==> src/sv/html_markup_stripper_top_defines.svh <==
// Assertion macros used by the RTL file hms_back.sv.
`ifndef HTML_MARKUP_STRIPPER_TOP_DEFINES_SVH
`define HTML_MARKUP_STRIPPER_TOP_DEFINES_SVH

// Checked on every clock edge outside reset.
`define HMS_ASSERT(label, prop, msg) \
    label: assert property (@(posedge i_clk) disable iff (!i_rst_n) prop) else $error(msg);

// Checked on every clock edge, reset included.
`define HMS_ASSERT_ALWAYS(label, prop, msg) \
    label: assert property (@(posedge i_clk) prop) else $error(msg);

`endif

==> src/sv/hms_pkg.sv <==
package hms_pkg;

    localparam int MAX_ENT = 24;
    localparam int ENT_CW  = $clog2(MAX_ENT + 1);
    localparam int ENT_AW  = $clog2(MAX_ENT);
    localparam int QDEPTH  = 4;
    localparam int QAW     = $clog2(QDEPTH);

    localparam logic [7:0] C_LT    = 8'h3C;
    localparam logic [7:0] C_GT    = 8'h3E;
    localparam logic [7:0] C_AMP   = 8'h26;
    localparam logic [7:0] C_SEMI  = 8'h3B;
    localparam logic [7:0] C_NL    = 8'h0A;
    localparam logic [7:0] C_SP    = 8'h20;
    localparam logic [7:0] C_BANG  = 8'h21;
    localparam logic [7:0] C_DASH  = 8'h2D;
    localparam logic [7:0] C_LOW_S = 8'h73;
    localparam logic [7:0] C_LOW_C = 8'h63;
    localparam logic [7:0] C_LOW_T = 8'h74;

    localparam logic [2:0] M_TEXT    = 3'd0;
    localparam logic [2:0] M_LT      = 3'd1;
    localparam logic [2:0] M_COMMENT = 3'd2;
    localparam logic [2:0] M_SCRIPT  = 3'd3;
    localparam logic [2:0] M_STYLE   = 3'd4;
    localparam logic [2:0] M_TAG     = 3'd5;

    localparam logic [1:0] G_NONE  = 2'd0;
    localparam logic [1:0] G_SPACE = 2'd1;
    localparam logic [1:0] G_LINE  = 2'd2;

    typedef struct packed {
        logic [7:0] in_byte;
        logic       doc_end;
        logic       initial_gap;
        logic       ws;
    } t_item;

    function automatic logic [7:0] f_lower(input logic [7:0] c);
        return (c >= 8'h41 && c <= 8'h5A) ? c + 8'd32 : c;
    endfunction

    function automatic logic f_is_ws(input logic [7:0] c);
        return c == 8'h20 || (c >= 8'h09 && c <= 8'h0D);
    endfunction

    function automatic logic [2:0] f_open_len(input logic [2:0] mode);
        case (mode)
            M_COMMENT: return 3'd3;
            M_SCRIPT:  return 3'd6;
            default:   return 3'd5;
        endcase
    endfunction

    function automatic logic [7:0] f_open_char(input logic [2:0] mode, input logic [2:0] k);
        logic [47:0] s;
        s = (mode == M_COMMENT) ? {"!--", 24'd0} :
            (mode == M_SCRIPT)  ? "script" : {"style", 8'd0};
        return s[47 - 8 * k -: 8];
    endfunction

    function automatic logic [3:0] f_close_len(input logic [2:0] mode);
        case (mode)
            M_COMMENT: return 4'd3;
            M_SCRIPT:  return 4'd9;
            default:   return 4'd8;
        endcase
    endfunction

    function automatic logic [7:0] f_close_char(input logic [2:0] mode, input logic [3:0] k);
        logic [71:0] s;
        s = (mode == M_COMMENT) ? {"-->", 48'd0} :
            (mode == M_SCRIPT)  ? "</script>" : {"</style>", 8'd0};
        return s[71 - 8 * k -: 8];
    endfunction

endpackage

==> src/sv/hms_if.sv <==
interface hms_in_if;
    logic       valid;
    logic       ready;
    logic [7:0] in_byte;
    logic       doc_end;
    logic       initial_gap;
    modport source(output valid, in_byte, doc_end, initial_gap, input ready);
    modport sink(input valid, in_byte, doc_end, initial_gap, output ready);
endinterface

interface hms_out_if;
    logic       valid;
    logic       ready;
    logic [7:0] out_byte;
    logic       end_marker;
    logic       last_of_run;
    modport source(output valid, out_byte, end_marker, last_of_run, input ready);
    modport sink(input valid, out_byte, end_marker, last_of_run, output ready);
endinterface

==> src/sv/hms_front.sv <==
module hms_front
    import hms_pkg::*;
(
    input  logic   i_clk,
    input  logic   i_rst_n,
    hms_in_if.sink i_in,
    output t_item  o_item,
    output logic   o_valid,
    input  logic   i_pop
);

    t_item            r_q [QDEPTH];
    logic [QAW-1:0]   r_wr;
    logic [QAW-1:0]   r_rd;
    logic [QAW:0]     r_cnt;
    logic             push;
    logic             pop;

    assign i_in.ready = r_cnt != (QAW + 1)'(QDEPTH);
    assign push       = i_in.valid && i_in.ready;
    assign o_valid    = r_cnt != '0;
    assign pop        = i_pop && o_valid;
    assign o_item     = r_q[r_rd];

    always_ff @(posedge i_clk) begin
        if (push) begin
            r_q[r_wr] <= '{in_byte: i_in.in_byte, doc_end: i_in.doc_end,
                           initial_gap: i_in.initial_gap, ws: f_is_ws(i_in.in_byte)};
        end
    end

    always_ff @(posedge i_clk) begin
        if (!i_rst_n) begin
            r_wr  <= '0;
            r_rd  <= '0;
            r_cnt <= '0;
        end else begin
            if (push) begin
                r_wr <= r_wr + 1'b1;
            end
            if (pop) begin
                r_rd <= r_rd + 1'b1;
            end
            r_cnt <= r_cnt + (QAW + 1)'(push) - (QAW + 1)'(pop);
        end
    end

endmodule

==> src/sv/hms_back.sv <==
`include "html_markup_stripper_top_defines.svh"

module hms_back
    import hms_pkg::*;
(
    input  logic      i_clk,
    input  logic      i_rst_n,
    input  t_item     i_item,
    input  logic      i_valid,
    output logic      o_pop,
    hms_out_if.source o_out
);

    localparam logic [2:0] S_IDLE = 3'd0;
    localparam logic [2:0] S_MAIN = 3'd1;
    localparam logic [2:0] S_AMP  = 3'd2;
    localparam logic [2:0] S_RPL  = 3'd3;
    localparam logic [2:0] S_MARK = 3'd4;
    localparam logic [2:0] S_FIN  = 3'd5;

    logic [2:0]        r_state, n_state;
    logic [7:0]        r_c, n_c;
    logic              r_ws, n_ws;
    logic              r_last, n_last;
    logic [2:0]        r_mode, n_mode;
    logic [2:0]        r_om, n_om;
    logic [3:0]        r_cm, n_cm;
    logic [1:0]        r_pg, n_pg;
    logic [ENT_CW-1:0] r_ec, n_ec;
    logic              r_eo, n_eo;
    logic              r_ds, n_ds;
    logic [ENT_CW-1:0] r_rk, n_rk;
    logic [ENT_CW-1:0] r_rn, n_rn;
    logic              r_from_end, n_from_end;
    logic [7:0]        r_hold [MAX_ENT];

    logic              r_stg_v;
    logic [7:0]        r_stg_byte;
    logic              r_stg_mark;
    logic              r_out_v;
    logic [7:0]        r_out_byte;
    logic              r_out_mark;
    logic              r_out_last;

    logic [7:0]        p_c, p_lc, p_want;
    logic              p_ent, p_adv, p_emit;
    logic [7:0]        p_byte;
    logic [2:0]        p_mode, p_om;
    logic [3:0]        p_cm, p_k;
    logic [1:0]        p_pg;
    logic              p_eo;
    logic [ENT_CW-1:0] p_ec;

    logic              e_v, e_mark, fin, pop_req, h_we, adv;
    logic [7:0]        e_byte;
    logic              out_free, stall, go;
    logic [7:0]        gap_byte;

    assign gap_byte = (r_pg == G_LINE) ? C_NL : C_SP;

    always_comb begin
        p_c    = (r_state == S_RPL) ? r_hold[r_rk[ENT_AW-1:0]] : r_c;
        p_lc   = f_lower(p_c);
        p_ent  = r_state != S_RPL;
        p_mode = r_mode;
        p_om   = r_om;
        p_cm   = r_cm;
        p_pg   = r_pg;
        p_eo   = r_eo;
        p_ec   = r_ec;
        p_adv  = 1'b1;
        p_emit = 1'b0;
        p_byte = p_c;
        p_want = '0;
        p_k    = r_cm;
        case (r_mode)
            M_TEXT: begin
                if (p_c == C_LT) begin
                    p_mode = M_LT;
                    p_om   = '0;
                    p_cm   = '0;
                end else if (p_c == C_AMP && p_ent) begin
                    p_eo = 1'b1;
                    p_ec = '0;
                end else if (p_c == C_NL) begin
                    p_pg = G_LINE;
                end else if (f_is_ws(p_c)) begin
                    if (r_pg != G_LINE) p_pg = G_SPACE;
                end else if (r_pg != G_NONE) begin
                    p_emit = 1'b1;
                    p_byte = gap_byte;
                    p_pg   = G_NONE;
                    p_adv  = 1'b0;
                end else begin
                    p_emit = 1'b1;
                end
            end
            M_LT: begin
                if (r_om == '0 && p_c == C_BANG) begin
                    p_mode = M_COMMENT;
                    p_om   = 3'd1;
                end else if (r_om == '0 && p_lc == C_LOW_S) begin
                    p_om = 3'd1;
                end else if (r_om != '0 && p_lc == C_LOW_C) begin
                    p_mode = M_SCRIPT;
                    p_om   = 3'd2;
                end else if (r_om != '0 && p_lc == C_LOW_T) begin
                    p_mode = M_STYLE;
                    p_om   = 3'd2;
                end else begin
                    p_om   = '0;
                    p_cm   = '0;
                    p_mode = (p_c == C_GT) ? M_TEXT : M_TAG;
                    if (p_c == C_GT && r_pg != G_LINE) p_pg = G_SPACE;
                end
            end
            M_COMMENT, M_SCRIPT, M_STYLE: begin
                if (r_om < f_open_len(r_mode)) begin
                    p_want = f_open_char(r_mode, r_om);
                    if (((r_mode == M_COMMENT) ? p_c : p_lc) == p_want) begin
                        p_om = r_om + 3'd1;
                    end else begin
                        p_om   = '0;
                        p_cm   = '0;
                        p_mode = (p_c == C_GT) ? M_TEXT : M_TAG;
                        if (p_c == C_GT && r_pg != G_LINE) p_pg = G_SPACE;
                    end
                end else begin
                    p_want = f_close_char(r_mode, r_cm);
                    if (p_lc == p_want) begin
                        p_k = r_cm + 4'd1;
                        if (p_k >= f_close_len(r_mode)) begin
                            p_mode = M_TEXT;
                            p_om   = '0;
                            p_cm   = '0;
                            if (r_pg != G_LINE) p_pg = G_SPACE;
                        end else begin
                            p_cm = p_k;
                        end
                    end else if (r_mode == M_COMMENT) begin
                        p_cm = (r_cm == 4'd2 && p_c == C_DASH) ? 4'd2 : 4'd0;
                    end else begin
                        p_cm = (p_c == C_LT) ? 4'd1 : 4'd0;
                    end
                end
            end
            default: begin
                if (p_c == C_GT) begin
                    p_mode = M_TEXT;
                    p_om   = '0;
                    p_cm   = '0;
                    if (r_pg != G_LINE) p_pg = G_SPACE;
                end
            end
        endcase
    end

    always_comb begin
        n_state    = r_state;
        n_c        = r_c;
        n_ws       = r_ws;
        n_last     = r_last;
        n_mode     = r_mode;
        n_om       = r_om;
        n_cm       = r_cm;
        n_pg       = r_pg;
        n_ec       = r_ec;
        n_eo       = r_eo;
        n_ds       = r_ds;
        n_rk       = r_rk;
        n_rn       = r_rn;
        n_from_end = r_from_end;
        e_v        = 1'b0;
        e_byte     = '0;
        e_mark     = 1'b0;
        fin        = 1'b0;
        pop_req    = 1'b0;
        h_we       = 1'b0;
        adv        = 1'b0;
        case (r_state)
            S_IDLE, S_FIN: begin
                fin     = r_state == S_FIN;
                n_state = S_IDLE;
                if (i_valid) begin
                    pop_req = 1'b1;
                    n_c     = i_item.in_byte;
                    n_ws    = i_item.ws;
                    n_last  = i_item.doc_end;
                    n_state = S_MAIN;
                    if (r_ds) begin
                        n_pg = i_item.initial_gap ? G_SPACE : G_NONE;
                        n_ds = 1'b0;
                    end
                end
            end
            S_MAIN: begin
                if (r_eo) begin
                    if (r_c == C_SEMI) begin
                        n_eo = 1'b0;
                        n_ec = '0;
                        if (r_pg != G_LINE) n_pg = G_SPACE;
                        adv = 1'b1;
                    end else if (r_ws || r_ec >= ENT_CW'(MAX_ENT)) begin
                        n_state    = S_AMP;
                        n_from_end = 1'b0;
                    end else begin
                        h_we = 1'b1;
                        n_ec = r_ec + ENT_CW'(1);
                        adv  = 1'b1;
                    end
                end else begin
                    n_mode = p_mode;
                    n_om   = p_om;
                    n_cm   = p_cm;
                    n_pg   = p_pg;
                    n_eo   = p_eo;
                    n_ec   = p_ec;
                    e_v    = p_emit;
                    e_byte = p_byte;
                    adv    = p_adv;
                end
                if (adv) begin
                    if (!r_last) begin
                        n_state = S_FIN;
                    end else if (n_eo) begin
                        n_state    = S_AMP;
                        n_from_end = 1'b1;
                    end else begin
                        n_state = S_MARK;
                    end
                end
            end
            S_AMP: begin
                e_v = 1'b1;
                if (r_pg != G_NONE) begin
                    e_byte = gap_byte;
                    n_pg   = G_NONE;
                end else begin
                    e_byte  = C_AMP;
                    n_eo    = 1'b0;
                    n_ec    = '0;
                    n_rn    = r_ec;
                    n_rk    = '0;
                    n_state = S_RPL;
                end
            end
            S_RPL: begin
                if (r_rk == r_rn) begin
                    n_state = r_from_end ? S_MARK : S_MAIN;
                end else begin
                    n_mode = p_mode;
                    n_om   = p_om;
                    n_cm   = p_cm;
                    n_pg   = p_pg;
                    e_v    = p_emit;
                    e_byte = p_byte;
                    if (p_adv) n_rk = r_rk + ENT_CW'(1);
                end
            end
            S_MARK: begin
                e_v     = 1'b1;
                e_mark  = 1'b1;
                n_mode  = M_TEXT;
                n_om    = '0;
                n_cm    = '0;
                n_pg    = G_NONE;
                n_ec    = '0;
                n_eo    = 1'b0;
                n_ds    = 1'b1;
                n_state = S_FIN;
            end
            default: begin
                n_state = S_IDLE;
            end
        endcase
    end

    assign out_free = !r_out_v || o_out.ready;
    assign stall    = r_stg_v && !out_free && (e_v || fin);
    assign go       = !stall;
    assign o_pop    = pop_req && go;

    always_ff @(posedge i_clk) begin
        if (go && h_we) begin
            r_hold[r_ec[ENT_AW-1:0]] <= r_c;
        end
    end

    always_ff @(posedge i_clk) begin
        if (go) begin
            r_c    <= n_c;
            r_ws   <= n_ws;
            r_last <= n_last;
        end
        if (go && e_v) begin
            r_stg_byte <= e_byte;
            r_stg_mark <= e_mark;
        end
        if (go && r_stg_v && (e_v || fin)) begin
            r_out_byte <= r_stg_byte;
            r_out_mark <= r_stg_mark;
            r_out_last <= fin;
        end
    end

    always_ff @(posedge i_clk) begin
        if (!i_rst_n) begin
            r_state    <= S_IDLE;
            r_mode     <= M_TEXT;
            r_om       <= '0;
            r_cm       <= '0;
            r_pg       <= G_NONE;
            r_ec       <= '0;
            r_eo       <= 1'b0;
            r_ds       <= 1'b1;
            r_rk       <= '0;
            r_rn       <= '0;
            r_from_end <= 1'b0;
            r_stg_v    <= 1'b0;
            r_out_v    <= 1'b0;
        end else begin
            if (go) begin
                r_state    <= n_state;
                r_mode     <= n_mode;
                r_om       <= n_om;
                r_cm       <= n_cm;
                r_pg       <= n_pg;
                r_ec       <= n_ec;
                r_eo       <= n_eo;
                r_ds       <= n_ds;
                r_rk       <= n_rk;
                r_rn       <= n_rn;
                r_from_end <= n_from_end;
                if (e_v) begin
                    r_stg_v <= 1'b1;
                end else if (fin) begin
                    r_stg_v <= 1'b0;
                end
            end
            if (go && r_stg_v && (e_v || fin)) begin
                r_out_v <= 1'b1;
            end else if (o_out.ready) begin
                r_out_v <= 1'b0;
            end
        end
    end

    assign o_out.valid       = r_out_v;
    assign o_out.out_byte    = r_out_byte;
    assign o_out.end_marker  = r_out_mark;
    assign o_out.last_of_run = r_out_last;

    `HMS_ASSERT(a_idle_flushed, (r_state == S_IDLE) |-> !r_stg_v, "Staged result left behind at idle.")
    `HMS_ASSERT(a_replay_bound, r_rk <= r_rn && r_rn <= ENT_CW'(MAX_ENT), "Replay index out of range.")
    `HMS_ASSERT(a_ent_bound, r_ec <= ENT_CW'(MAX_ENT), "Entity count above its limit.")
    `HMS_ASSERT(a_replay_closed, (r_state == S_RPL) |-> !r_eo, "Entity still open during replay.")

endmodule

==> src/sv/html_markup_stripper_top.sv <==
// Strips HTML markup from a byte stream: comments, script and style blocks and tags are
// removed, they and closed entities become a single separator, and whitespace runs collapse.
// A failed entity is sent as its ampersand, and its held bytes are then replayed through the
// parser. A byte that emits a pending separator before itself, the end marker after the last
// beat of a document, and a failed entity with its replay each hold the sequencer before it
// takes the next beat. A four-entry queue decouples intake from the sequencer, and a staged
// result plus an output register let the last result of a beat be flagged before it is sent.
module html_markup_stripper_top
    import hms_pkg::*;
(
    input  logic      i_clk,
    input  logic      i_rst_n,
    hms_in_if.sink    i_in,
    hms_out_if.source o_out
);

    t_item item;
    logic  item_valid;
    logic  item_pop;

    hms_front u_front (
        .i_clk   (i_clk),
        .i_rst_n (i_rst_n),
        .i_in    (i_in),
        .o_item  (item),
        .o_valid (item_valid),
        .i_pop   (item_pop)
    );

    hms_back u_back (
        .i_clk   (i_clk),
        .i_rst_n (i_rst_n),
        .i_item  (item),
        .i_valid (item_valid),
        .o_pop   (item_pop),
        .o_out   (o_out)
    );

endmodule

==> src/flat_wrapper.sv <==
// flat-port wrapper written by rule: the top's interface ports become plain ports
module html_markup_stripper_top_flat import hms_pkg::*;
  (i_clk, i_rst_n, i_in_valid, i_in_in_byte, i_in_doc_end, i_in_initial_gap, i_in_ready, o_out_valid, o_out_out_byte, o_out_end_marker, o_out_last_of_run, o_out_ready);
  hms_in_if i_in_i ();
  hms_out_if o_out_i ();
  input  logic i_clk;
  input  logic i_rst_n;
  input wire logic [$bits(i_in_i.valid)-1:0] i_in_valid;
  input wire logic [$bits(i_in_i.in_byte)-1:0] i_in_in_byte;
  input wire logic [$bits(i_in_i.doc_end)-1:0] i_in_doc_end;
  input wire logic [$bits(i_in_i.initial_gap)-1:0] i_in_initial_gap;
  output wire logic [$bits(i_in_i.ready)-1:0] i_in_ready;
  output wire logic [$bits(o_out_i.valid)-1:0] o_out_valid;
  output wire logic [$bits(o_out_i.out_byte)-1:0] o_out_out_byte;
  output wire logic [$bits(o_out_i.end_marker)-1:0] o_out_end_marker;
  output wire logic [$bits(o_out_i.last_of_run)-1:0] o_out_last_of_run;
  input wire logic [$bits(o_out_i.ready)-1:0] o_out_ready;
  assign i_in_i.valid = i_in_valid;
  assign i_in_i.in_byte = i_in_in_byte;
  assign i_in_i.doc_end = i_in_doc_end;
  assign i_in_i.initial_gap = i_in_initial_gap;
  assign i_in_ready = i_in_i.ready;
  assign o_out_valid = o_out_i.valid;
  assign o_out_out_byte = o_out_i.out_byte;
  assign o_out_end_marker = o_out_i.end_marker;
  assign o_out_last_of_run = o_out_i.last_of_run;
  assign o_out_i.ready = o_out_ready;
  html_markup_stripper_top u_core (.i_clk(i_clk), .i_rst_n(i_rst_n), .i_in(i_in_i), .o_out(o_out_i));
endmodule
==> config.mk <==
export PLATFORM = sky130hd
export DESIGN_NAME = html_markup_stripper_top_flat
export DESIGN_NICKNAME = d
export VERILOG_FILES = /design/src/sv/hms_pkg.sv /design/src/sv/hms_if.sv /design/src/sv/hms_front.sv /design/src/sv/hms_back.sv /design/src/sv/html_markup_stripper_top.sv /design/src/flat_wrapper.sv
export VERILOG_INCLUDE_DIRS = /design/src /design/src/sv
export SDC_FILE = /design/constraint.sdc
export NUM_CORES = 1
export LEC_CHECK = 0
export ABC_AREA = 1
export ABC_CLOCK_PERIOD_IN_PS = 3200
export BUFFER_PORTS_ARGS = -buffer_cell sky130_fd_sc_hd__buf_2
export CAP_MARGIN = 10
export CORE_MARGIN = 4
export CORE_UTILIZATION = 57
export CTS_CLUSTER_SIZE = 14
export DETAILED_ROUTE_END_ITERATION = 10
export GPL_TIMING_DRIVEN = 0
export PLACE_DENSITY = 0.85
export SETUP_SLACK_MARGIN = 0.1
export SLEW_MARGIN = 20
export SYNTH_ARGS = -nofsm -noshare
export SYNTH_HDL_FRONTEND = slang
export SYNTH_SLANG_ARGS = --single-unit
export TNS_END_PERCENT = 20
==> constraint.sdc <==
create_clock -name i_clk -period 3.2 [get_ports i_clk]
set_clock_uncertainty 0.1 [all_clocks]
set_input_delay 0.64 -clock i_clk [delete_from_list [all_inputs] [get_ports i_clk]]
set_output_delay 0.64 -clock i_clk [all_outputs]
set_load 0.01 [all_outputs]
==> results.yml <==
synth:
  syn-num-nets: 1671
  yosysUniqueCellTypes: 66
  synth_commonest_cells: "369 x nand2_1, 265 x edfxtp_1, 219 x nor2_1"
  async_reset_ff_share_pct: 0
  synth_top_area_share_pct: 51.3
  ys_seq_area_share_pct: 57.6
  syn_avg_cell_area_um2: 9.50
  syn_area_mm2: 0.0155
  ys_ff_latch: 314
  synth_cells: 1633
  synthTopCellsByArea: "edfxtp_1 51%, nand2_1 8.9%, dfxtp_1 6.3%"
  yosys.area.top_type: "edfxtp_1"
  ys.flop_type: "edfxtp_1"
  synth_warnings: 0
  synth_edf_count: 265
  yosysMostFrequentCell: "nand2_1"
place:
  place_hpwl_um: 26600
  placed_cell_area_mm2: 0.0161
  place_congestion: 0.924
  dp.cells: 1999
  dp_slack_ns: -1.28
  port_buffers: 25
clock_network:
  cts_root_buffer: "clkbuf_16"
  htreeDepth: 2
  clock-sinks: 314
  hold_buffers: 0
  tritoncts: "yes"
  clockBufferDepth: 3
  clk_pin_slew_ns: 0.06
  cts-buffers-inserted: 34
  clock_latency_ns: 0.53
sta:
  period_share_pct: 124
  fin_crit_ns: 3.97
  final_max_slew_viol_count: 0
  finalHoldViolCount: 0
  fmaxAchievable_mhz: 252
  relSlewSlack_pct: 29.5
  worstMarginPinSlew_ns: 1.05
  whs_ns: 0.237
  final.setup.worst_slack_ns: -0.771
  final-setup-viol-count: 166
  rsz0062_at_grt: "true"
global_routing:
  grt_start_max_net_pins: 28
  grt_pass1_wl_um: 65900
  antenna_found_initial: 0
  grt_pass1_vias: 12133
  grt_usage_pct: 27.6
  overflow: 0
setup_path:
  cp_max_fo: 7
  critical-path-top-delay-family: "simple AND/OR/NAND/NOR gates"
  crit_type: "flop to flop"
  max_stage_delay_ns: 0.41
  crit_top_cell: "nand2_2"
  worst-path-buf-inv: 7
  worstPathRequired_ns: 3.52
  start_kind: "flop"
  critical_path_depth: 27
  crit_arrival_ns: 4.30
  reg2reg_depth: 27
  crit_slowest_cell: "fa_2"
  critPathCaptureType: "flop"
power:
  p_per_area_mw_per_mm2: 907
  leakagePower_nw: 7.52
  irDropWorstVdd_v: 0.000628
  p_total_w: 0.0174
worst_hold_path:
  worstHoldPathType: "input pin to flop"
  min_path_cells: 1
final_layout:
  fin_nets: 1815
  postLayoutCellArea_mm2: 0.0192
  final_cells: 2144
  drive_above_1_share_pct: 24.6
  syn_to_final_growth_pct: 23.9
  insertedDiodeCount: 0
detailed_routing:
  antenna_left: 0
  drc: 0
  routed_wl_um: 47000
  routed_via_density: 6.17
  wl_per_cell_um: 21.9
  dr.pass1.iters: 7
  first_iter_violations: 1934
  vias: 13232
die:
  core_mm2: 0.0269
  start_util_pct: 57.7
  die-area_mm2: 0.0299
  rows: 60
  die_width_um: 173
  fp.dieH_um: 173
  io_pins: 26
status:
  violations: "negative setup slack"
  status: "finished with violations"
run:
  cap_violations: 0
==> cells in the final DEF, fill, tap and decap left out, types with 12 or more instances in the layout <==
cell type	Yosys	layout
nand2_4	5	24
nor3_1	19	13
nand3_1	150	118
clkbuf_16	0	45
nand3_2	6	32
o21ai_1	19	25
nand2_2	9	39
buf_2	12	33
buf_4	5	56
inv_1	161	150
ha_1	23	20
buf_12	1	18
buf_6	14	20
dfxtp_1	49	47
inv_2	11	12
edfxtp_1	265	265
o21ai_0	79	64
nor2_4	6	25
a21oi_1	59	50
nor2_2	2	24
nand2_1	369	318
nor2_1	219	178
o22ai_1	12	12
clkbuf_1	12	22
==> layout make-up <==
type	count	area (um^2)
fill	1691	7660
sequential	314	8940
clock buffer	46	906
buffer	59	651
clock inverter	16	155
multi-input combinational	1084	6340
timing repair buffer	107	1070
tap	341	427
inverter	177	717
==> repair_timing <==
action | 4_1_cts | 5_1_grt
pin swaps | 38 | 66
hold endpoints to repair | 0 | 0
setup buffers | 35 | 36
endpoints found under the setup margin | 276 | 276
gates cloned | 1 | 11
gates resized for setup | 151 | 160
==> metal layers <==
metal	vias to the layer above	routed length [um]	global-route usage [%]
met2	962	22700	46.1
met3	260	4830	4.70
met1	6207	16700	36.3
li1	5803	-	-
met5	-	0	0
met4	0	2740	10.7
==> where the power goes <==
part	total (W)	switching [W]	internal, W
clock network	0.00377	0.00165	0.00211
logic	0.00778	0.00489	0.00289
registers	0.00588	0.000566	0.00531
total	0.0174	0.00710	0.0103
==> stage by stage <==
step	util, %	setup TNS, ns
floorplan	-	-0.672
global placement	59.8	-62.66
detailed placement	59.8	-84.18
CTS	67.0	-42.86
global route	71.5	-70.76
finish	71.5	-36.33
==> worst register-to-register path: stages, from the launching register on <==
cell and delay [ns]:
dfxtp_4 0.38, buf_12 0.17, buf_12 0.16, buf_12 0.14, nor2_4 0.04, nor2_1 0.09, o21ai_1 0.09, nand3_1 0.12
nand3_2 0.10, nand2_2 0.12, nand2_2 0.06, nand2_2 0.09, nand2_4 0.11, nor3_4 0.32, nand4_4 0.14, nand2_2 0.10
inv_2 0.04, a31oi_4 0.20, o21ai_4 0.10, nand2_4 0.10, inv_4 0.05, nor2_4 0.12, ha_4 0.22, inv_4 0.05
ha_4 0.12, fa_2 0.41, nand2_1 0.07, inv_1 0.04
==> path summary, 6_finish.rpt <==
path / startpoint / endpoint / slack, ns
worst min-delay path: i_in_initial_gap / u_core.u_front.r_q[0][1] / 0.24
worst max register to register: flop / u_core.u_front.r_cnt[1] / -0.77
worst min register to register: u_core.u_back.r_stg_byte[6] / u_core.u_back.o_out.out_byte[6] / 0.32
worst max-delay path: flop / u_core.u_front.r_cnt[1] / -0.77
==> registers in the layout, summed over array words and instances (netlist names), 2 cells and up, named ones only <==
signal,cells
u_core.u_back.r_hold,192
u_core.u_front.r_q,44
u_core.u_back.o_out.out_byte,8
u_core.u_back.r_c,8
u_core.u_back.r_stg_byte,8
u_core.u_back.r_ec,5
u_core.u_back.r_rk,5
u_core.u_back.r_rn,5
u_core.u_back.r_cm,4
u_core.u_back.r_mode,3
u_core.u_back.r_om,3
u_core.u_back.r_state,3
u_core.u_front.r_cnt,3
u_core.u_back.r_pg,2
u_core.u_front.r_rd,2
u_core.u_front.r_wr,2
==> cells by family (layout without fill, tap and decap cells) <==
family | Yosys count | after routing | share of synthesized area [%]
AND/OR/NAND/NOR | 822 | 823 | 23.3
flip-flops | 314 | 314 | 57.6
buffers and inverters | 236 | 405 | 7.63
AO/OA/AOI/OAI | 217 | 217 | 8.30
adder cells (fa/ha/maj) | 24 | 24 | 1.99
XOR/XNOR | 20 | 20 | 1.13
Power figures use the tool's default switching activity.
